===== src/sv/mect_pkg.sv =====
`timescale 1ns / 1ps
// Shared types and constants of the motor enable command retry tracker.
// Depends on nothing; every other file of the block imports it.
package mect_pkg;

    localparam int SLOTS   = 6;
    localparam int IDX_W   = 3;
    localparam int LINK_W  = 2 * SLOTS;
    localparam int TIME_W  = 32;
    localparam int CFGD_W  = 16;
    localparam int ATT_W   = 4;
    localparam int STATE_W = 4;

    localparam logic [ATT_W-1:0]   ATT_SAT      = 4'd15;
    localparam logic [STATE_W-1:0] FB_DISABLED  = 4'd0;
    localparam logic [STATE_W-1:0] FB_ENABLED   = 4'd1;
    localparam logic               FUNC_FEEDBACK = 1'b0;
    localparam logic               FUNC_STEP     = 1'b1;

    localparam logic [SLOTS-1:0]   INSTALLED_RST = 6'd59;
    localparam logic [CFGD_W-1:0]  TIMEOUT_RST   = 16'd10;
    localparam logic [CFGD_W-1:0]  RETRY_RST     = 16'd50;
    localparam logic [ATT_W-1:0]   MAX_ATT_RST   = 4'd6;

    typedef enum logic [1:0] {
        CFG_INSTALLED = 2'd0,
        CFG_TIMEOUT   = 2'd1,
        CFG_RETRY     = 2'd2,
        CFG_MAX_ATT   = 2'd3
    } t_cfg_idx;

    typedef enum logic [1:0] {
        LINK_UNKNOWN = 2'd0,
        LINK_DIS_OK  = 2'd1,
        LINK_EN_OK   = 2'd2,
        LINK_FAILED  = 2'd3
    } t_link;

    typedef enum logic [2:0] {
        S_IDLE,
        S_FEEDBACK,
        S_WALK,
        S_SEND,
        S_REPORT
    } t_state;

    typedef struct packed {
        logic               req_on;
        logic               pend;
        logic               await;
        logic               fail;
        logic [ATT_W-1:0]   att;
        logic [TIME_W-1:0]  req_time;
        logic [TIME_W-1:0]  deadline;
        logic               fresh;
        logic [STATE_W-1:0] last;
        t_link              link;
    } t_slot_ent;

    typedef struct packed {
        logic             cap_in;
        logic             do_fb;
        logic             do_walk;
        logic             walk_first;
        logic [IDX_W-1:0] walk_idx;
        logic             do_send;
        logic             do_report;
    } t_dp_cmd;

    typedef struct packed {
        logic in_func;
        logic out_free;
    } t_dp_sts;

endpackage


===== src/sv/mect_if.sv =====
`timescale 1ns / 1ps
// Channel interfaces of the tracker: command input, result output and
// register write. Depends on mect_pkg.
interface mect_cmd_if;
    import mect_pkg::*;
    logic               valid;
    logic               ready;
    logic               func;
    logic [IDX_W-1:0]   slot;
    logic [STATE_W-1:0] reported_state;
    logic               enable_request;
    logic [TIME_W-1:0]  now_ms;
    logic               send_accepted;

    modport source (output valid, func, slot, reported_state, enable_request, now_ms,
                    send_accepted, input ready);
    modport sink (input valid, func, slot, reported_state, enable_request, now_ms,
                  send_accepted, output ready);
endinterface

interface mect_res_if;
    import mect_pkg::*;
    logic              valid;
    logic              ready;
    logic              send_valid;
    logic [IDX_W-1:0]  send_slot;
    logic              send_enable;
    logic [SLOTS-1:0]  failed_mask;
    logic              error_flag;
    logic [LINK_W-1:0] link_states;

    modport source (output valid, send_valid, send_slot, send_enable, failed_mask,
                    error_flag, link_states, input ready);
    modport sink (input valid, send_valid, send_slot, send_enable, failed_mask,
                  error_flag, link_states, output ready);
endinterface

interface mect_cfg_if;
    import mect_pkg::*;
    logic              valid;
    logic              ready;
    logic [1:0]        index;
    logic [CFGD_W-1:0] data;

    modport source (output valid, index, data, input ready);
    modport sink (input valid, index, data, output ready);
endinterface


===== src/sv/mect_ctrl.sv =====
`timescale 1ns / 1ps
// Controller of the tracker: sequences capture, feedback, slot walk, send, report.
// Depends on mect_pkg; drives the datapath mect_dp through t_dp_cmd.
module mect_ctrl
    import mect_pkg::*;
(
    input  logic    i_clk,
    input  logic    i_rst_n,
    input  logic    i_cmd_valid,
    input  t_dp_sts i_sts,
    output logic    o_cmd_ready,
    output t_dp_cmd o_cmd
);

    t_state           r_state, n_state;
    logic [IDX_W-1:0] r_cnt, n_cnt;

    always_ff @(posedge i_clk) begin
        if (!i_rst_n) begin
            r_state <= S_IDLE;
            r_cnt   <= '0;
        end else begin
            r_state <= n_state;
            r_cnt   <= n_cnt;
        end
    end

    always_comb begin
        n_state     = r_state;
        n_cnt       = r_cnt;
        o_cmd_ready = 1'b0;
        o_cmd       = '0;
        unique case (r_state)
            S_IDLE: begin
                o_cmd_ready = 1'b1;
                if (i_cmd_valid) begin
                    o_cmd.cap_in = 1'b1;
                    n_cnt        = '0;
                    n_state      = (i_sts.in_func == FUNC_STEP) ? S_WALK : S_FEEDBACK;
                end
            end
            S_FEEDBACK: begin
                o_cmd.do_fb = 1'b1;
                n_state     = S_REPORT;
            end
            S_WALK: begin
                o_cmd.do_walk    = 1'b1;
                o_cmd.walk_idx   = r_cnt;
                o_cmd.walk_first = (r_cnt == '0);
                if (r_cnt == IDX_W'(SLOTS - 1)) begin
                    n_state = S_SEND;
                end else begin
                    n_cnt = r_cnt + IDX_W'(1);
                end
            end
            S_SEND: begin
                o_cmd.do_send = 1'b1;
                n_state       = S_REPORT;
            end
            S_REPORT: begin
                if (i_sts.out_free) begin
                    o_cmd.do_report = 1'b1;
                    n_state         = S_IDLE;
                end
            end
            default: begin
                n_state = S_IDLE;
            end
        endcase
    end

endmodule


===== src/sv/mect_dp.sv =====
`timescale 1ns / 1ps
// Datapath of the tracker: register file, per-slot state, one shared slot
// update unit, round-robin pick and result register. Depends on mect_pkg.
module mect_dp
    import mect_pkg::*;
(
    input  logic               i_clk,
    input  logic               i_rst_n,
    input  t_dp_cmd            i_cmd,
    output t_dp_sts            o_sts,
    input  logic               i_in_func,
    input  logic [IDX_W-1:0]   i_in_slot,
    input  logic [STATE_W-1:0] i_in_fstate,
    input  logic               i_in_req,
    input  logic [TIME_W-1:0]  i_in_now,
    input  logic               i_in_acc,
    input  logic               i_cfg_valid,
    input  logic [1:0]         i_cfg_index,
    input  logic [CFGD_W-1:0]  i_cfg_data,
    output logic               o_cfg_ready,
    output logic               o_out_valid,
    input  logic               i_out_ready,
    output logic               o_send_valid,
    output logic [IDX_W-1:0]   o_send_slot,
    output logic               o_send_enable,
    output logic [SLOTS-1:0]   o_failed_mask,
    output logic               o_error_flag,
    output logic [LINK_W-1:0]  o_link_states
);

    logic [SLOTS-1:0]   r_inst;
    logic [CFGD_W-1:0]  r_tmo;
    logic [CFGD_W-1:0]  r_retry;
    logic [ATT_W-1:0]   r_max_att;

    logic [IDX_W-1:0]   r_slot;
    logic [STATE_W-1:0] r_fstate;
    logic               r_req;
    logic [TIME_W-1:0]  r_now;
    logic               r_acc;

    t_slot_ent          r_ent [SLOTS];
    logic [SLOTS-1:0]   r_cand, n_cand;
    logic               r_changed, n_changed;
    logic [IDX_W-1:0]   r_next, n_next;
    logic               r_snd_valid, r_snd_en;
    logic [IDX_W-1:0]   r_snd_slot;
    logic               r_out_valid;
    logic               r_out_send_valid, r_out_send_en, r_out_err;
    logic [IDX_W-1:0]   r_out_send_slot;
    logic [SLOTS-1:0]   r_out_fmask;
    logic [LINK_W-1:0]  r_out_links;

    logic [IDX_W-1:0]   start;
    logic [IDX_W-1:0]   pick;
    logic               found;
    logic [IDX_W-1:0]   rd_idx;
    logic               rd_ok;
    t_slot_ent          rd_ent;
    t_slot_ent          n_ent;
    logic               wr_en;
    logic               cand_bit;
    logic               restarted;
    logic [SLOTS-1:0]   fmask;
    logic [LINK_W-1:0]  links;

    assign o_cfg_ready = 1'b1;
    assign o_sts.in_func  = i_in_func;
    assign o_sts.out_free = !r_out_valid || i_out_ready;

    always_ff @(posedge i_clk) begin
        if (!i_rst_n) begin
            r_inst    <= INSTALLED_RST;
            r_tmo     <= TIMEOUT_RST;
            r_retry   <= RETRY_RST;
            r_max_att <= MAX_ATT_RST;
        end else if (i_cfg_valid) begin
            unique case (t_cfg_idx'(i_cfg_index))
                CFG_INSTALLED: r_inst    <= i_cfg_data[SLOTS-1:0];
                CFG_TIMEOUT:   r_tmo     <= i_cfg_data;
                CFG_RETRY:     r_retry   <= i_cfg_data;
                CFG_MAX_ATT:   r_max_att <= i_cfg_data[ATT_W-1:0];
                default:       r_inst    <= r_inst;
            endcase
        end
    end

    always_ff @(posedge i_clk) begin
        if (i_cmd.cap_in) begin
            r_slot   <= i_in_slot;
            r_fstate <= i_in_fstate;
            r_req    <= i_in_req;
            r_now    <= i_in_now;
            r_acc    <= i_in_acc;
        end
    end

    // Round-robin pick of due, pending slots from the resume slot (slot 0 after a restart).
    always_comb begin
        logic [IDX_W:0]   sum;
        logic [IDX_W-1:0] k;
        start = r_changed ? '0 : r_next;
        found = 1'b0;
        pick  = '0;
        for (int off = 0; off < SLOTS; off++) begin
            sum = {1'b0, start} + (IDX_W+1)'(off);
            k   = (sum >= (IDX_W+1)'(SLOTS)) ? IDX_W'(sum - (IDX_W+1)'(SLOTS))
                                               : IDX_W'(sum);
            if (!found && r_cand[k]) begin
                found = 1'b1;
                pick  = k;
            end
        end
    end

    always_comb begin
        if (i_cmd.do_send) begin
            rd_idx = pick;
        end else if (i_cmd.do_fb) begin
            rd_idx = r_slot;
        end else begin
            rd_idx = i_cmd.walk_idx;
        end
    end

    assign rd_ok  = (rd_idx < IDX_W'(SLOTS));
    assign rd_ent = rd_ok ? r_ent[rd_idx] : '0;

    // Shared slot update unit: resolve, restart, send or feedback capture for one slot.
    always_comb begin
        logic             fitted;
        logic             fb_ok;
        logic             timed_out;
        logic             retry_fail;
        logic             is_due;
        logic [ATT_W-1:0] att_inc;
        t_link            conf;
        fitted     = rd_ok && r_inst[rd_idx];
        fb_ok      = rd_ent.last == (rd_ent.req_on ? FB_ENABLED : FB_DISABLED);
        timed_out  = (r_now - rd_ent.req_time) > {{(TIME_W-CFGD_W){1'b0}}, r_tmo};
        retry_fail = rd_ent.att >= r_max_att;
        is_due     = ((r_now - rd_ent.deadline) >> (TIME_W - 1)) == '0;
        att_inc    = (rd_ent.att != ATT_SAT) ? rd_ent.att + ATT_W'(1) : rd_ent.att;
        conf       = rd_ent.req_on ? LINK_EN_OK : LINK_DIS_OK;
        n_ent      = rd_ent;
        wr_en      = 1'b0;
        cand_bit   = 1'b0;
        restarted  = 1'b0;
        if (i_cmd.do_walk) begin
            wr_en = rd_ok;
            if (!fitted) begin
                n_ent.pend  = 1'b0;
                n_ent.await = 1'b0;
                n_ent.fail  = 1'b0;
                n_ent.link  = LINK_UNKNOWN;
            end else if (rd_ent.await) begin
                if (rd_ent.fresh || timed_out) begin
                    n_ent.fresh = 1'b0;
                    if (rd_ent.fresh && fb_ok) begin
                        n_ent.await = 1'b0;
                        n_ent.pend  = 1'b0;
                        n_ent.fail  = 1'b0;
                        n_ent.link  = conf;
                    end else if (retry_fail) begin
                        n_ent.await = 1'b0;
                        n_ent.pend  = 1'b0;
                        n_ent.fail  = 1'b1;
                        n_ent.link  = LINK_FAILED;
                    end else begin
                        n_ent.pend = 1'b1;
                        n_ent.link = LINK_UNKNOWN;
                    end
                end else begin
                    n_ent.link = LINK_UNKNOWN;
                end
            end else if (rd_ent.fail) begin
                n_ent.fresh = 1'b0;
                if (rd_ent.fresh && fb_ok) begin
                    n_ent.fail = 1'b0;
                    n_ent.pend = 1'b0;
                    n_ent.link = conf;
                end else begin
                    n_ent.link = LINK_FAILED;
                end
            end
            if (fitted && (r_req != rd_ent.req_on)) begin
                restarted      = 1'b1;
                n_ent.req_on   = r_req;
                n_ent.pend     = 1'b1;
                n_ent.await    = 1'b0;
                n_ent.fail     = 1'b0;
                n_ent.att      = '0;
                n_ent.deadline = r_now;
                n_ent.fresh    = 1'b0;
                n_ent.link     = LINK_UNKNOWN;
            end
            cand_bit = fitted && n_ent.pend && (restarted || is_due);
        end else if (i_cmd.do_send) begin
            wr_en     = found;
            n_ent.att = att_inc;
            if (r_acc) begin
                n_ent.pend     = 1'b0;
                n_ent.await    = 1'b1;
                n_ent.req_time = r_now;
                n_ent.deadline = r_now + {{(TIME_W-CFGD_W){1'b0}}, r_retry};
                n_ent.link     = LINK_UNKNOWN;
            end else if (att_inc >= r_max_att) begin
                n_ent.pend  = 1'b0;
                n_ent.await = 1'b0;
                n_ent.fail  = 1'b1;
                n_ent.link  = LINK_FAILED;
            end else begin
                n_ent.deadline = r_now + {{(TIME_W-CFGD_W){1'b0}}, r_retry};
                n_ent.link     = LINK_UNKNOWN;
            end
        end else if (i_cmd.do_fb) begin
            wr_en       = rd_ok;
            n_ent.fresh = 1'b1;
            n_ent.last  = r_fstate;
        end
    end

    always_ff @(posedge i_clk) begin
        if (!i_rst_n) begin
            for (int i = 0; i < SLOTS; i++) begin
                r_ent[i].req_on <= 1'b0;
                r_ent[i].pend   <= 1'b0;
                r_ent[i].await  <= 1'b0;
                r_ent[i].fail   <= 1'b0;
                r_ent[i].fresh  <= 1'b0;
                r_ent[i].link   <= LINK_UNKNOWN;
            end
        end else if (wr_en) begin
            r_ent[rd_idx] <= n_ent;
        end
    end

    always_comb begin
        n_cand    = r_cand;
        n_changed = r_changed;
        n_next    = r_next;
        if (i_cmd.do_walk) begin
            if (i_cmd.walk_first) begin
                n_cand    = '0;
                n_changed = 1'b0;
            end
            n_cand[i_cmd.walk_idx] = cand_bit;
            n_changed              = n_changed | restarted;
        end else if (i_cmd.do_send) begin
            if (!found) begin
                n_next = start;
            end else if (pick == IDX_W'(SLOTS - 1)) begin
                n_next = '0;
            end else begin
                n_next = pick + IDX_W'(1);
            end
        end
    end

    always_ff @(posedge i_clk) begin
        if (!i_rst_n) begin
            r_cand    <= '0;
            r_changed <= 1'b0;
            r_next    <= '0;
        end else begin
            r_cand    <= n_cand;
            r_changed <= n_changed;
            r_next    <= n_next;
        end
    end

    always_ff @(posedge i_clk) begin
        if (i_cmd.cap_in) begin
            r_snd_valid <= 1'b0;
            r_snd_slot  <= '0;
            r_snd_en    <= 1'b0;
        end else if (i_cmd.do_send) begin
            r_snd_valid <= found;
            r_snd_slot  <= found ? pick : '0;
            r_snd_en    <= found && rd_ent.req_on;
        end
    end

    always_comb begin
        for (int i = 0; i < SLOTS; i++) begin
            fmask[i]       = r_inst[i] && r_ent[i].fail;
            links[2*i +: 2] = r_ent[i].link;
        end
    end

    always_ff @(posedge i_clk) begin
        if (!i_rst_n) begin
            r_out_valid <= 1'b0;
        end else if (i_cmd.do_report) begin
            r_out_valid <= 1'b1;
        end else if (i_out_ready) begin
            r_out_valid <= 1'b0;
        end
    end

    always_ff @(posedge i_clk) begin
        if (i_cmd.do_report) begin
            r_out_send_valid <= r_snd_valid;
            r_out_send_slot  <= r_snd_slot;
            r_out_send_en    <= r_snd_en;
            r_out_fmask      <= fmask;
            r_out_err        <= |fmask;
            r_out_links      <= links;
        end
    end

    assign o_out_valid   = r_out_valid;
    assign o_send_valid  = r_out_send_valid;
    assign o_send_slot   = r_out_send_slot;
    assign o_send_enable = r_out_send_en;
    assign o_failed_mask = r_out_fmask;
    assign o_error_flag  = r_out_err;
    assign o_link_states = r_out_links;

endmodule


===== src/sv/motor_enable_command_retry_tracker.sv =====
`timescale 1ns / 1ps
// Motor enable command retry tracker, top level.
// Three channels, each a valid/ready interface. i_cmd carries one item per
// transaction: a feedback arrival (func 0) records the reported state of one
// slot; a control step (func 1) resolves outstanding commands, restarts slots
// whose requested enable changed, issues at most one round-robin send and
// reports the failure status. o_res returns exactly one result per item.
// i_cfg writes the four registers; it is always ready and is meant to be
// written only while no item is in flight.
// A control step passes through the slot walk, send and report states, a
// feedback item through the feedback and report states. The controller
// walks the six slots through one shared update unit, one slot per cycle,
// and takes a new item only after the last one has reached the report state.
// The result sits in an output register; a new item is taken while it waits.
// When the receiver stalls, the next result holds in the report state until
// the output register frees up. Reset is synchronous and active low; it
// clears all slot flags, restores the register defaults and empties the
// output register.
// Depends on mect_pkg, mect_if, mect_ctrl and mect_dp.
module motor_enable_command_retry_tracker
    import mect_pkg::*;
(
    input  logic       i_clk,
    input  logic       i_rst_n,
    mect_cmd_if.sink   i_cmd,
    mect_res_if.source o_res,
    mect_cfg_if.sink   i_cfg
);

    t_dp_cmd dp_cmd;
    t_dp_sts dp_sts;
    logic    cmd_ready;
    logic    cfg_ready;
    logic    out_valid;

    assign i_cmd.ready = cmd_ready;
    assign i_cfg.ready = cfg_ready;
    assign o_res.valid = out_valid;

    mect_ctrl u_ctrl (
        .i_clk       (i_clk),
        .i_rst_n     (i_rst_n),
        .i_cmd_valid (i_cmd.valid),
        .i_sts       (dp_sts),
        .o_cmd_ready (cmd_ready),
        .o_cmd       (dp_cmd)
    );

    mect_dp u_dp (
        .i_clk         (i_clk),
        .i_rst_n       (i_rst_n),
        .i_cmd         (dp_cmd),
        .o_sts         (dp_sts),
        .i_in_func     (i_cmd.func),
        .i_in_slot     (i_cmd.slot),
        .i_in_fstate   (i_cmd.reported_state),
        .i_in_req      (i_cmd.enable_request),
        .i_in_now      (i_cmd.now_ms),
        .i_in_acc      (i_cmd.send_accepted),
        .i_cfg_valid   (i_cfg.valid),
        .i_cfg_index   (i_cfg.index),
        .i_cfg_data    (i_cfg.data),
        .o_cfg_ready   (cfg_ready),
        .o_out_valid   (out_valid),
        .i_out_ready   (o_res.ready),
        .o_send_valid  (o_res.send_valid),
        .o_send_slot   (o_res.send_slot),
        .o_send_enable (o_res.send_enable),
        .o_failed_mask (o_res.failed_mask),
        .o_error_flag  (o_res.error_flag),
        .o_link_states (o_res.link_states)
    );

endmodule


===== src/flat_wrapper.sv =====
// flat-port wrapper written by rule: the top's interface ports become plain ports
module motor_enable_command_retry_tracker_flat import mect_pkg::*;
  (i_clk, i_rst_n, i_cmd_valid, i_cmd_func, i_cmd_slot, i_cmd_reported_state, i_cmd_enable_request, i_cmd_now_ms, i_cmd_send_accepted, i_cmd_ready, o_res_valid, o_res_send_valid, o_res_send_slot, o_res_send_enable, o_res_failed_mask, o_res_error_flag, o_res_link_states, o_res_ready, i_cfg_valid, i_cfg_index, i_cfg_data, i_cfg_ready);
  mect_cmd_if i_cmd_i ();
  mect_res_if o_res_i ();
  mect_cfg_if i_cfg_i ();
  input  logic i_clk;
  input  logic i_rst_n;
  input wire logic [$bits(i_cmd_i.valid)-1:0] i_cmd_valid;
  input wire logic [$bits(i_cmd_i.func)-1:0] i_cmd_func;
  input wire logic [$bits(i_cmd_i.slot)-1:0] i_cmd_slot;
  input wire logic [$bits(i_cmd_i.reported_state)-1:0] i_cmd_reported_state;
  input wire logic [$bits(i_cmd_i.enable_request)-1:0] i_cmd_enable_request;
  input wire logic [$bits(i_cmd_i.now_ms)-1:0] i_cmd_now_ms;
  input wire logic [$bits(i_cmd_i.send_accepted)-1:0] i_cmd_send_accepted;
  output wire logic [$bits(i_cmd_i.ready)-1:0] i_cmd_ready;
  output wire logic [$bits(o_res_i.valid)-1:0] o_res_valid;
  output wire logic [$bits(o_res_i.send_valid)-1:0] o_res_send_valid;
  output wire logic [$bits(o_res_i.send_slot)-1:0] o_res_send_slot;
  output wire logic [$bits(o_res_i.send_enable)-1:0] o_res_send_enable;
  output wire logic [$bits(o_res_i.failed_mask)-1:0] o_res_failed_mask;
  output wire logic [$bits(o_res_i.error_flag)-1:0] o_res_error_flag;
  output wire logic [$bits(o_res_i.link_states)-1:0] o_res_link_states;
  input wire logic [$bits(o_res_i.ready)-1:0] o_res_ready;
  input wire logic [$bits(i_cfg_i.valid)-1:0] i_cfg_valid;
  input wire logic [$bits(i_cfg_i.index)-1:0] i_cfg_index;
  input wire logic [$bits(i_cfg_i.data)-1:0] i_cfg_data;
  output wire logic [$bits(i_cfg_i.ready)-1:0] i_cfg_ready;
  assign i_cmd_i.valid = i_cmd_valid;
  assign i_cmd_i.func = i_cmd_func;
  assign i_cmd_i.slot = i_cmd_slot;
  assign i_cmd_i.reported_state = i_cmd_reported_state;
  assign i_cmd_i.enable_request = i_cmd_enable_request;
  assign i_cmd_i.now_ms = i_cmd_now_ms;
  assign i_cmd_i.send_accepted = i_cmd_send_accepted;
  assign i_cmd_ready = i_cmd_i.ready;
  assign o_res_valid = o_res_i.valid;
  assign o_res_send_valid = o_res_i.send_valid;
  assign o_res_send_slot = o_res_i.send_slot;
  assign o_res_send_enable = o_res_i.send_enable;
  assign o_res_failed_mask = o_res_i.failed_mask;
  assign o_res_error_flag = o_res_i.error_flag;
  assign o_res_link_states = o_res_i.link_states;
  assign o_res_i.ready = o_res_ready;
  assign i_cfg_i.valid = i_cfg_valid;
  assign i_cfg_i.index = i_cfg_index;
  assign i_cfg_i.data = i_cfg_data;
  assign i_cfg_ready = i_cfg_i.ready;
  motor_enable_command_retry_tracker u_core (.i_clk(i_clk), .i_rst_n(i_rst_n), .i_cmd(i_cmd_i), .o_res(o_res_i), .i_cfg(i_cfg_i));
endmodule

===== config.mk =====
export PLATFORM = sky130hd
export DESIGN_NAME = motor_enable_command_retry_tracker_flat
export DESIGN_NICKNAME = d
export VERILOG_FILES = /design/src/sv/mect_pkg.sv /design/src/sv/mect_if.sv /design/src/sv/mect_ctrl.sv /design/src/sv/mect_dp.sv /design/src/sv/motor_enable_command_retry_tracker.sv /design/src/flat_wrapper.sv
export SDC_FILE = /design/constraint.sdc
export NUM_CORES = 1
export LEC_CHECK = 0
export ABC_AREA = 1
export BUFFER_PORTS_ARGS = -buffer_cell sky130_fd_sc_hd__clkbuf_2
export CORE_MARGIN = 4
export CORE_UTILIZATION = 30
export CTS_CLUSTER_SIZE = 24
export DETAILED_ROUTE_END_ITERATION = 8
export HOLD_SLACK_MARGIN = 0.1
export PLACE_DENSITY = 0.45
export SETUP_SLACK_MARGIN = 0.2
export SLEW_MARGIN = 0
export SYNTH_ARGS = -nofsm -noshare
export SYNTH_HDL_FRONTEND = slang
export SYNTH_SLANG_ARGS = --single-unit

===== constraint.sdc =====
create_clock -name i_clk -period 15.7 [get_ports i_clk]
set_input_delay 1.57 -clock i_clk [delete_from_list [all_inputs] [get_ports i_clk]]
set_output_delay 1.57 -clock i_clk [all_outputs]
set_load 0.02 [all_outputs]

==> results.txt, run 1 <==
The run finished with clean final reports. Of all nets on the critical path, the largest fanout is 20. Hold timing on the final database bottoms out at a slack of 0.4461 ns.

The total internal power is 4348 uW, and the number of max-capacitance violations reported is 0. The run gives 74 as the total CTS buffers. Once layout is complete, the cells apart from fillers number 4130. The global-route total usage across every layer was 0.1832; the number of enable-type register cells in the synthesized netlist was 536. The floorplan step defined a core boundary enclosing 0.09501 mm^2.

Type of the worst setup path: flip-flop to flip-flop. The slowest stage of the critical path belongs to the cell sky130_fd_sc_hd__or4_1. After layout, the design draws a total of 7533 uW. The tools report the total count of hold-check failures in the final report as 0. IR analysis of the VDD net gives a maximum drop of 0.09957 mV.

Dividing total power by cell area gives a power density of 228.2 mW/mm^2. In this run the critical register-to-register path is captured at u_core.u_dp.r_ent[3][77]. The buffer type at the clock tree root was sky130_fd_sc_hd__clkbuf_16. The die is 317.5 um wide. The y dimension of the die is 317.5 um, and the number of global-route vias before repair is 20816. For the clock skew after layout, the log shows 0.03217 ns. The fraction of synthesis flops using an asynchronous set or reset pin is 0. Part of the power in combinational logic: 0.450. The clock latency reported for the late side of the worst-skew pair is 0.63 ns. For this run, the top clock speed supported by timing is 0.1024 GHz. Clock-pin slew was measured on the worst setup and hold paths at 0.06 ns. Setup violations remaining at the end of the flow were counted as 0.

Counting every instance in the synthesized netlist gives 2694. In this run the deepest clock path goes through 3 buffers. The boundary pin count came out at 92. The worst setup path is captured at a flip-flop. The placed wire-length estimate after detailed placement was 61.29 mm. The first global-routing pass estimated 139.8 mm of wire.

The distinct cell type count after synthesis came out at 66. In this run the most critical hold path is launched from u_core.u_dp.r_snd_slot[0]. Count of port buffers added during placement: 90. STA classifies the critical path startpoint as a flip-flop. The run gives 0.3475 as the final core area utilization. For the worst flop-to-flop path, the logic depth is 50. The netlist area before placement came out at 0.02873 mm^2. The routed layout has 21258 vias.

The run gives 5 as the number of detailed-route iterations in the first pass. Post-CTS repair changed the size of 0 cells. Switching power share of the total: 0.4227.

The die covers 0.1008 mm^2. For hold timing, the worst endpoint is u_core.u_dp.o_send_slot[0]. In the synthesized netlist the dominant register cell turns out to be sky130_fd_sc_hd__edfxtp_1.

The share of final-layout standard cells stronger than drive strength 1 was 0.1198. STA puts the critical path data required time at 16.15 ns. The floorplan row count was 113; the initial core utilization was 0.3024. The cell occurring most often along the worst timing path is sky130_fd_sc_hd__nand2_1. The detail-routed via count per cell was 5.147.

Counting I/O delays and the setup requirement, the final critical path takes 9.768 ns. The H-tree generated during clock tree synthesis spans 3 levels. The share of the yosys chip area belonging to registers is 0.6098, and the instance count after placement with tap cells included is 3995.

The run gives 0 as the number of buffers added for setup after CTS. The tools report the critical register-to-register path startpoint as u_core.u_dp.r_changed. Once detail routing completed, the nets flagged for antenna violations numbered 0. The arrival time at the worst endpoint was 10.22 ns. For this design the static power due to leakage is 0.01237 uW.

Summed over all failing endpoints, the final setup total negative slack is 0 ns. The layout has 9513 filler cells. The worst max-slew margin expressed relative to the limit came out at 0.2421.

The congestion estimate from routability-driven global placement came to 0.8961. For this run, design rule violations remaining after detail routing come to 0. For flop-to-flop paths, the worst setup slack is 5.93 ns. TritonCTS built the clock tree. The largest single stage delay on the critical path is 0.60 ns. The run gives 1958 as the number of DRC markers after the initial detailed-route iteration. The share of the cycle needed by the critical path after routing is 0.6221. At the pin with the least slew margin, the transition time is 1.133 ns. The routed design has 94.82 mm of wire. The switching power came out at 3184 uW. The type of the most critical hold path was flip-flop to flip-flop. The logs give 2987 for the number of nets in the final layout and 67 for the maximum number of pins on one net before global-route repair. The number of flip-flops and latches in the synthesized netlist is 607. Initial antenna violation count: 1. Setup repair after global routing left no endpoint under its margin. The logs give 607 for the number of sinks driven by the clock tree and 0 for the number of pins exceeding their max-slew limit in the final report. Buffers inserted to repair hold after CTS numbered 0.

Proportion of power drawn by flip-flops and latches: 0.327. For the fraction of power consumed by the clock network, the log shows 0.223. The average cell area after synthesis works out to 10.66 um^2. The worst hold path cell count came out at 0. The final routed wire length divided by cell count was 22.96 um. For this run the aggregate overflow at the end of global routing stands at 0. The area added between synthesis and finish was 14.93%. Yosys printed 0 warnings.
area by class of cell:
type	count	area (um^2)	share of cell area
sequential	607	17520	0.5306
timing repair buffer	131	758.2	0.02297
antenna	2	5.005	0.0001516
clock buffer	99	2112	0.06397
clock inverter	34	290.3	0.008792
multi-input combinational	1764	9889	0.2995
inverter	228	860.8	0.02607
tap	1265	1583	0.04794
layout by cell type, fill, tap and decap left out, types with 18 or more instances in the layout:
cell type / instances
sky130_fd_sc_hd__a21oi_1: 195
sky130_fd_sc_hd__o21ai_1: 33
sky130_fd_sc_hd__nand3_1: 90
sky130_fd_sc_hd__xor2_1: 21
sky130_fd_sc_hd__dfxtp_1: 71
sky130_fd_sc_hd__inv_1: 208
sky130_fd_sc_hd__nor4_1: 24
sky130_fd_sc_hd__nor3_1: 18
sky130_fd_sc_hd__edfxtp_1: 536
sky130_fd_sc_hd__o22ai_1: 108
sky130_fd_sc_hd__clkbuf_2: 90
sky130_fd_sc_hd__or4_1: 30
sky130_fd_sc_hd__o21ai_0: 197
sky130_fd_sc_hd__o211ai_1: 24
sky130_fd_sc_hd__or2_2: 28
sky130_fd_sc_hd__nor2_1: 317
sky130_fd_sc_hd__buf_4: 41
sky130_fd_sc_hd__nand2_1: 359
sky130_fd_sc_hd__o221ai_1: 22
sky130_fd_sc_hd__ha_1: 114
sky130_fd_sc_hd__clkbuf_16: 79
sky130_fd_sc_hd__nand4_1: 26
worst max-delay path: cells and delay by family (launching register included):
family / cells / cell delay [ns]
simple gates: 29 / 4.52
compound gates: 8 / 2.09
buf+inv: 9 / 1.30
fa+ha+maj: 3 / 1.07
flops: 1 / 0.38
xor+xnor: 1 / 0.17
per-layer routing:
layer  vias up  GRT usage  share of wire
li1       9926          -              -
met1     10537     0.2583           0.46
met2       695     0.2992           0.46
met3        98    0.02798          0.061
met4         2    0.04034          0.016
met5         -          0       0.000074
kinds of logic (layout without fill, tap and decap cells):
| family | Yosys count | count (layout) | synth area share |
|---|---|---|---|
| xor gates and xnor gates | 37 | 37 | 0.01154 |
| adders and majority gates | 116 | 116 | 0.05105 |
| and+or+nand+nor | 960 | 960 | 0.1488 |
| muxes | 1 | 1 | 0.0003920 |
| buffers and inverters | 326 | 492 | 0.04887 |
| other | 2 | 7 | 0.0002614 |
| AOI/OAI and AO/OA | 645 | 645 | 0.1293 |
| DFF | 607 | 607 | 0.6098 |
sequential cells by signal (all words and copies together) (netlist names), 4 cells and up:
signal / flops
u_core.u_dp.r_max_att: 4
u_core.u_dp.o_link_states: 12
u_core.u_dp.r_ent: 478
u_core.u_dp.r_cand: 6
u_core.u_dp.r_fstate: 4
u_core.u_dp.r_inst: 6
u_core.u_dp.r_tmo: 16
u_core.u_dp.o_failed_mask: 6
u_core.u_dp.r_now: 32
u_core.u_dp.r_retry: 16
power groups by stage:
| stage | sequential, uW | combinational, uW | clock (uW) |
|---|---|---|---|
| final | 2460 | 3390 | 1680 |
| after CTS | 2460 | 3390 | 1730 |
| after global routing | 2480 | 3790 | 1800 |
| after detailed placement | 2490 | 3370 | 0 |
| after global placement | 2490 | 3330 | 0 |
| after floorplan | 2440 | 2280 | 0 |
stage by stage:
stage	worst slack, ns	instance area (um^2)
after floorplan	8.093	28740
after global placement	5.852	30610
after CTS	5.832	33010
after detailed placement	5.897	30610
final	5.932	33020
after global routing	4.903	33010
cells in the mapped netlist (all sizes together) (3+ instances only):
cell type  instances  area share
clkbuf            32      0.0042
ha               114       0.050
a31oi             11      0.0024
o2111ai           10      0.0030
a211oi             6      0.0016
nor4              24      0.0052
nand3             95       0.017
o221ai            22      0.0067
a21oi            196       0.035
or2               31      0.0068
o21a               6      0.0016
nand4             27      0.0061
xor2              22      0.0070
o21ai            233       0.041
xnor2             15      0.0046
inv              226       0.030
nand2            383       0.053
or3                3     0.00065
and2               7      0.0015
o211ai            24      0.0063
edfxtp           536        0.56
o31ai              3     0.00078
a21boi             5      0.0017
or4               31      0.0082
dfxtp             71       0.049
buf               66       0.015
nor2             332       0.045
o21bai             6      0.0016
nand3b             9      0.0024
o22ai            108       0.024
nor3              18      0.0031
how the worst max path moves through the flow:
| stage | start | to | slack [ns] | cells after the start |
|---|---|---|---|---|
| after floorplan | u_core.u_dp.r_changed | u_core.u_dp.r_ent[2][0] | 8.09 | 28 |
| after global placement | u_core.u_dp.r_changed | u_core.u_dp.r_ent[0][77] | 5.85 | 45 |
| after detailed placement | u_core.u_dp.r_changed | u_core.u_dp.r_ent[3][77] | 5.90 | 50 |
| after CTS | u_core.u_dp.r_changed | u_core.u_dp.r_ent[3][77] | 5.83 | 50 |
| after global routing | u_core.u_dp.r_changed | u_core.u_dp.r_ent[5][77] | 4.90 | 51 |
| final | u_core.u_dp.r_changed | u_core.u_dp.r_ent[3][77] | 5.93 | 50 |
Note: power is estimated with default switching activity, not from simulation.
==> run 2, diff against run 1 <==
--- a/config.mk
+++ b/config.mk
@@ -5,7 +5,7 @@
 export SDC_FILE = /design/constraint.sdc
 export NUM_CORES = 1
 export LEC_CHECK = 0
-export ABC_AREA = 1
+export ABC_AREA = 0
 export BUFFER_PORTS_ARGS = -buffer_cell sky130_fd_sc_hd__clkbuf_2
 export CORE_MARGIN = 4
 export CORE_UTILIZATION = 30
==> constraint.sdc (replaced) <==
create_clock -name i_clk -period 9.6 [get_ports i_clk]
set_input_delay 0.96 -clock i_clk [delete_from_list [all_inputs] [get_ports i_clk]]
set_output_delay 0.96 -clock i_clk [all_outputs]
set_load 0.02 [all_outputs]
==> run 2 against run 1 <==
  * Wire length grew 5.7%
  * Via count grew 4.2%
  * Clock power grew 62%
  * Global-route usage grew 0.67 points
  * Worst setup slack lost 5.3 ns
  * Synthesized area grew 2.2%
==> results.txt, run 2 <==
The run finished with clean final reports. For the count of final setup violators, the log shows 0 (unchanged). The total negative slack came out at 0 ns (unchanged).

Area of the core: 0.09685 mm^2 (+1.9%). The number of detailed-route iterations in the first pass is 5 (unchanged), and the number of DRC markers after the initial detailed-route iteration is 1897 (-3.1%). Yosys attributes the largest share of cell area to sky130_fd_sc_hd__edfxtp_1 54%, sky130_fd_sc_hd__ha_1 4.9%, sky130_fd_sc_hd__dfxtp_1 4.8%, sky130_fd_sc_hd__nand2_1 4.6%, sky130_fd_sc_hd__o21ai_0 3.8%.

Counting instances in the post-synthesis netlist gives the leading cell types as 532 x sky130_fd_sc_hd__edfxtp_1, 363 x sky130_fd_sc_hd__nand2_1, 220 x sky130_fd_sc_hd__o21ai_0. The tools report the placed wire-length estimate after detailed placement as 66.54 mm (+8.6%). The logs give 90 (+34%) for the maximum number of pins on one net before global-route repair and 2813 for the net count after synthesis. The residual antenna-violating net count after detailed routing is 0 (unchanged), and the remaining global-route overflow is 0 (unchanged). Clock skew after layout: 0.02838 ns (-0.003792 ns).

The distinct cell type count after synthesis was 94 (+42%); the number of max-capacitance violations reported was 0 (unchanged). The largest fanout of any net on the critical path is 9 (-55%). The number of pins exceeding their max-slew limit in the final report is 0 (unchanged). The tools report the required time of the critical path as 9.94 ns (-6.21 ns).

CTS placed an instance of sky130_fd_sc_hd__clkbuf_16 at the clock tree root. Cell type contributing the most total cell area after synthesis: sky130_fd_sc_hd__edfxtp_1. TritonCTS built the clock tree.

For this run, the leading register cell type out of synthesis is sky130_fd_sc_hd__edfxtp_1. The detail-routed via count per cell came out at 5.400 (+4.9%). Maximum clock frequency: 0.1118 GHz (+9.2%). In the final layout, the registers with the most flip-flops are u_core.u_dp.r_ent: 474 flops, u_core.u_dp.r_now: 32 flops.

The area fraction of the dominant cell type after synthesis works out to 0.5443 (-0.01596). The floorplan row count is 114 (+0.88%). The total number of yosys warnings was 0 (unchanged); the total count of hold-check failures in the final report was 0 (unchanged).

The logs give 0 (unchanged) for the quantity of hold-fixing buffers added after cts and 0.02935 mm^2 (+2.2%) for the netlist area before placement. The top cell family by delay on the critical path was compound AO/OA/AOI/OAI gates. The run gives 0.3548 (+0.007327) as the final core area utilization. The worst max-slew margin expressed relative to the limit came out at 0.1370 (-0.1052).

The total length of routed wires is 100.2 mm (+5.7%). The run gives 603 (-0.66%) as the number of sinks driven by the clock tree. The number of nets in the final layout came out at 2951 (-1.2%). The number of enable-type register cells in the synthesized netlist is 532 (-0.75%), and the arrival time at the worst endpoint is 9.29 ns (-0.93 ns).

For the area of the die, the log shows 0.1029 mm^2 (+2.1%). Leaving out fill and tap cells, the most frequent cells in the layout are 532 x sky130_fd_sc_hd__edfxtp_1, 359 x sky130_fd_sc_hd__nand2_1, 214 x sky130_fd_sc_hd__o21ai_0. Type of the worst setup path: flip-flop to flip-flop. The slowest stage of the critical path belongs to the cell sky130_fd_sc_hd__o211ai_1. The clock latency reported for the late side of the worst-skew pair is 0.62 ns (about the same). The total CTS buffers came out at 72 (-2.7%). The slew at the pin with the worst max-slew slack was 1.290 ns (+0.1572 ns). The clock input transition at the sequential cells of the worst setup and hold paths came out at 0.06 ns (about the same). The count of port buffers added during placement works out to 90 (unchanged). Total via count after detailed routing: 22160 (+4.2%). Global placement routability congestion: 0.8632 (-3.7%). Number of buffer and inverter instances along the worst setup path: 6 (-3).

The cell with the most instances after synthesis was sky130_fd_sc_hd__edfxtp_1. The run gives 0 (-2) as the count of antenna diodes in the layout. The register with the most flip-flops in the final layout is u_core.u_dp.r_ent. The boundary pin count is 92 (unchanged), and the count of mapped cells out of synthesis is 2632 (-2.3%). The share of the cycle needed by the critical path after routing works out to 0.9318 (+0.3097). Setup repair after global routing left no endpoint under its margin. The number of flip-flops under the largest register name is 474 (-0.84%), and the final routed wire length divided by cell count is 24.42 um (+6.4%).

For the buffer depth of the longest clock path, the log shows 3 (unchanged). The fraction of synthesis flops using an asynchronous set or reset pin is 0 (unchanged). The most numerous cell type found on the critical path is sky130_fd_sc_hd__buf_4. The shortest period the worst path allows is 8.945 ns (-0.8223 ns).

Leakage power total: 0.01227 uW (-0.86%). The initial core utilization was 0.3030 (+0.0006786); the number of flip-flops and latches in the synthesized netlist was 603 (-0.66%). The worst setup path is launched from a flip-flop. Number of global-route vias before repair: 21843 (+4.9%). For the maximum VDD drop, the log shows 0.1191 mV (+20%). Average cell area after synthesis: 11.15 um^2 (+4.6%).

The library cell used most frequently in the layout, excluding fill and tap cells, is sky130_fd_sc_hd__edfxtp_1. The first-pass GRT wire length was 147.1 mm (+5.2%). The type of the most critical hold path was flip-flop to flip-flop. The power per standard cell area came out at 296.2 mW/mm^2 (+30%). The initial antenna violation count is 3 (+2). The worst setup path is captured at a flip-flop. The number of H-tree levels was 3 (unchanged). The global-route total usage across every layer was 0.1899 (+0.006698); the share of the yosys chip area belonging to registers was 0.5927 (-0.01701). The run gives 0 (unchanged) as the count of unresolved DRC violations after routing. The area added between synthesis and finish works out to 17.09%. The die extent in x is 320.8 um (+1.0%), and the share of final-layout standard cells stronger than drive strength 1 is 0.1439 (+0.02411). The y dimension of the die is 320.8 um (+1.0%).

Critical path's largest stage delay: 0.45 ns (-0.15 ns).
run 2: cells by family (layout without fill, tap and decap cells):
kind of cell	after synthesis	in the layout	synth area share
and+or+nand+nor	809	809	0.1216
AOI/OAI and AO/OA	795	795	0.1760
DFF	603	603	0.5927
buffers and inverters	221	417	0.03040
adders and majority gates	116	116	0.04996
muxes	45	45	0.01667
xor gates and xnor gates	42	42	0.01253
other	1	1	0.0001278
run 2: timing repair:
item | in CTS | in global routing
pin swaps | 0 | 13
buffers inserted | 0 | 13
setup endpoints to repair | 30 | 36
gates resized for setup | 3 | 50
run 2: path summary, 6_finish.rpt:
| path | slack, ns | to | startpoint | cells after the start |
|---|---|---|---|---|
| max | 0.65 | u_core.u_dp.r_ent[0][0] | u_core.u_dp.r_changed | 44 |
| min reg2reg | 0.44 | u_core.u_dp.o_send_valid | u_core.u_dp.r_snd_valid | 0 |
| min | 0.44 | u_core.u_dp.o_send_valid | u_core.u_dp.r_snd_valid | 0 |
| max reg2reg | 0.65 | u_core.u_dp.r_ent[0][0] | u_core.u_dp.r_changed | 44 |
run 2: cell type report:
type | count | area, um^2
repair buffers | 209 | 1415
flip-flops and latches | 603 | 17400
clock buffers | 98 | 2066
fillers | 9585 | 62490
inverters | 76 | 292.8
clock inverters | 34 | 289.0
well taps | 1276 | 1597
multi-input cells | 1808 | 11310
run 2: routing by layer:
| metal | up-vias | GRT usage | wire length (um) |
|---|---|---|---|
| li1 | 10249 | - | - |
| met1 | 11130 | 0.2453 | 43040 |
| met2 | 624 | 0.3291 | 49210 |
| met3 | 153 | 0.02712 | 4968 |
| met4 | 4 | 0.06226 | 2989 |
| met5 | - | 0 | 23 |
run 2: worst register-to-register path: cells and delay by family, from the launching register on:
family,cells,cell delay [ns]
buffers and inverters,6,0.97
AO/OA/AOI/OAI,21,3.87
multiplexers,1,0.38
adder cells (fa/ha/maj),3,0.79
AND/OR/NAND/NOR,12,2.14
XOR/XNOR,1,0.13
flip-flops,1,0.39
run 2: power breakdown:
part | switching, uW | internal (uW)
Combinational | 2540 | 1310
Clock | 1110 | 1620
Sequential | 147 | 3450
run 2: through the flow:
stage	instance area [um^2]	hold WS, ns	worst slack, ns	std cells	power [uW]
after global routing	34360	0.4521	0.1726	4104	10770
after detailed placement	31690	0.4223	0.1063	3959	7433
after CTS	34050	0.4361	0.2055	4091	10210
after floorplan	29350	0.4030	0.4978	2632	6018
final	34360	0.4387	0.6547	4104	10180
after global placement	31690	0.4238	0.1395	3959	7389
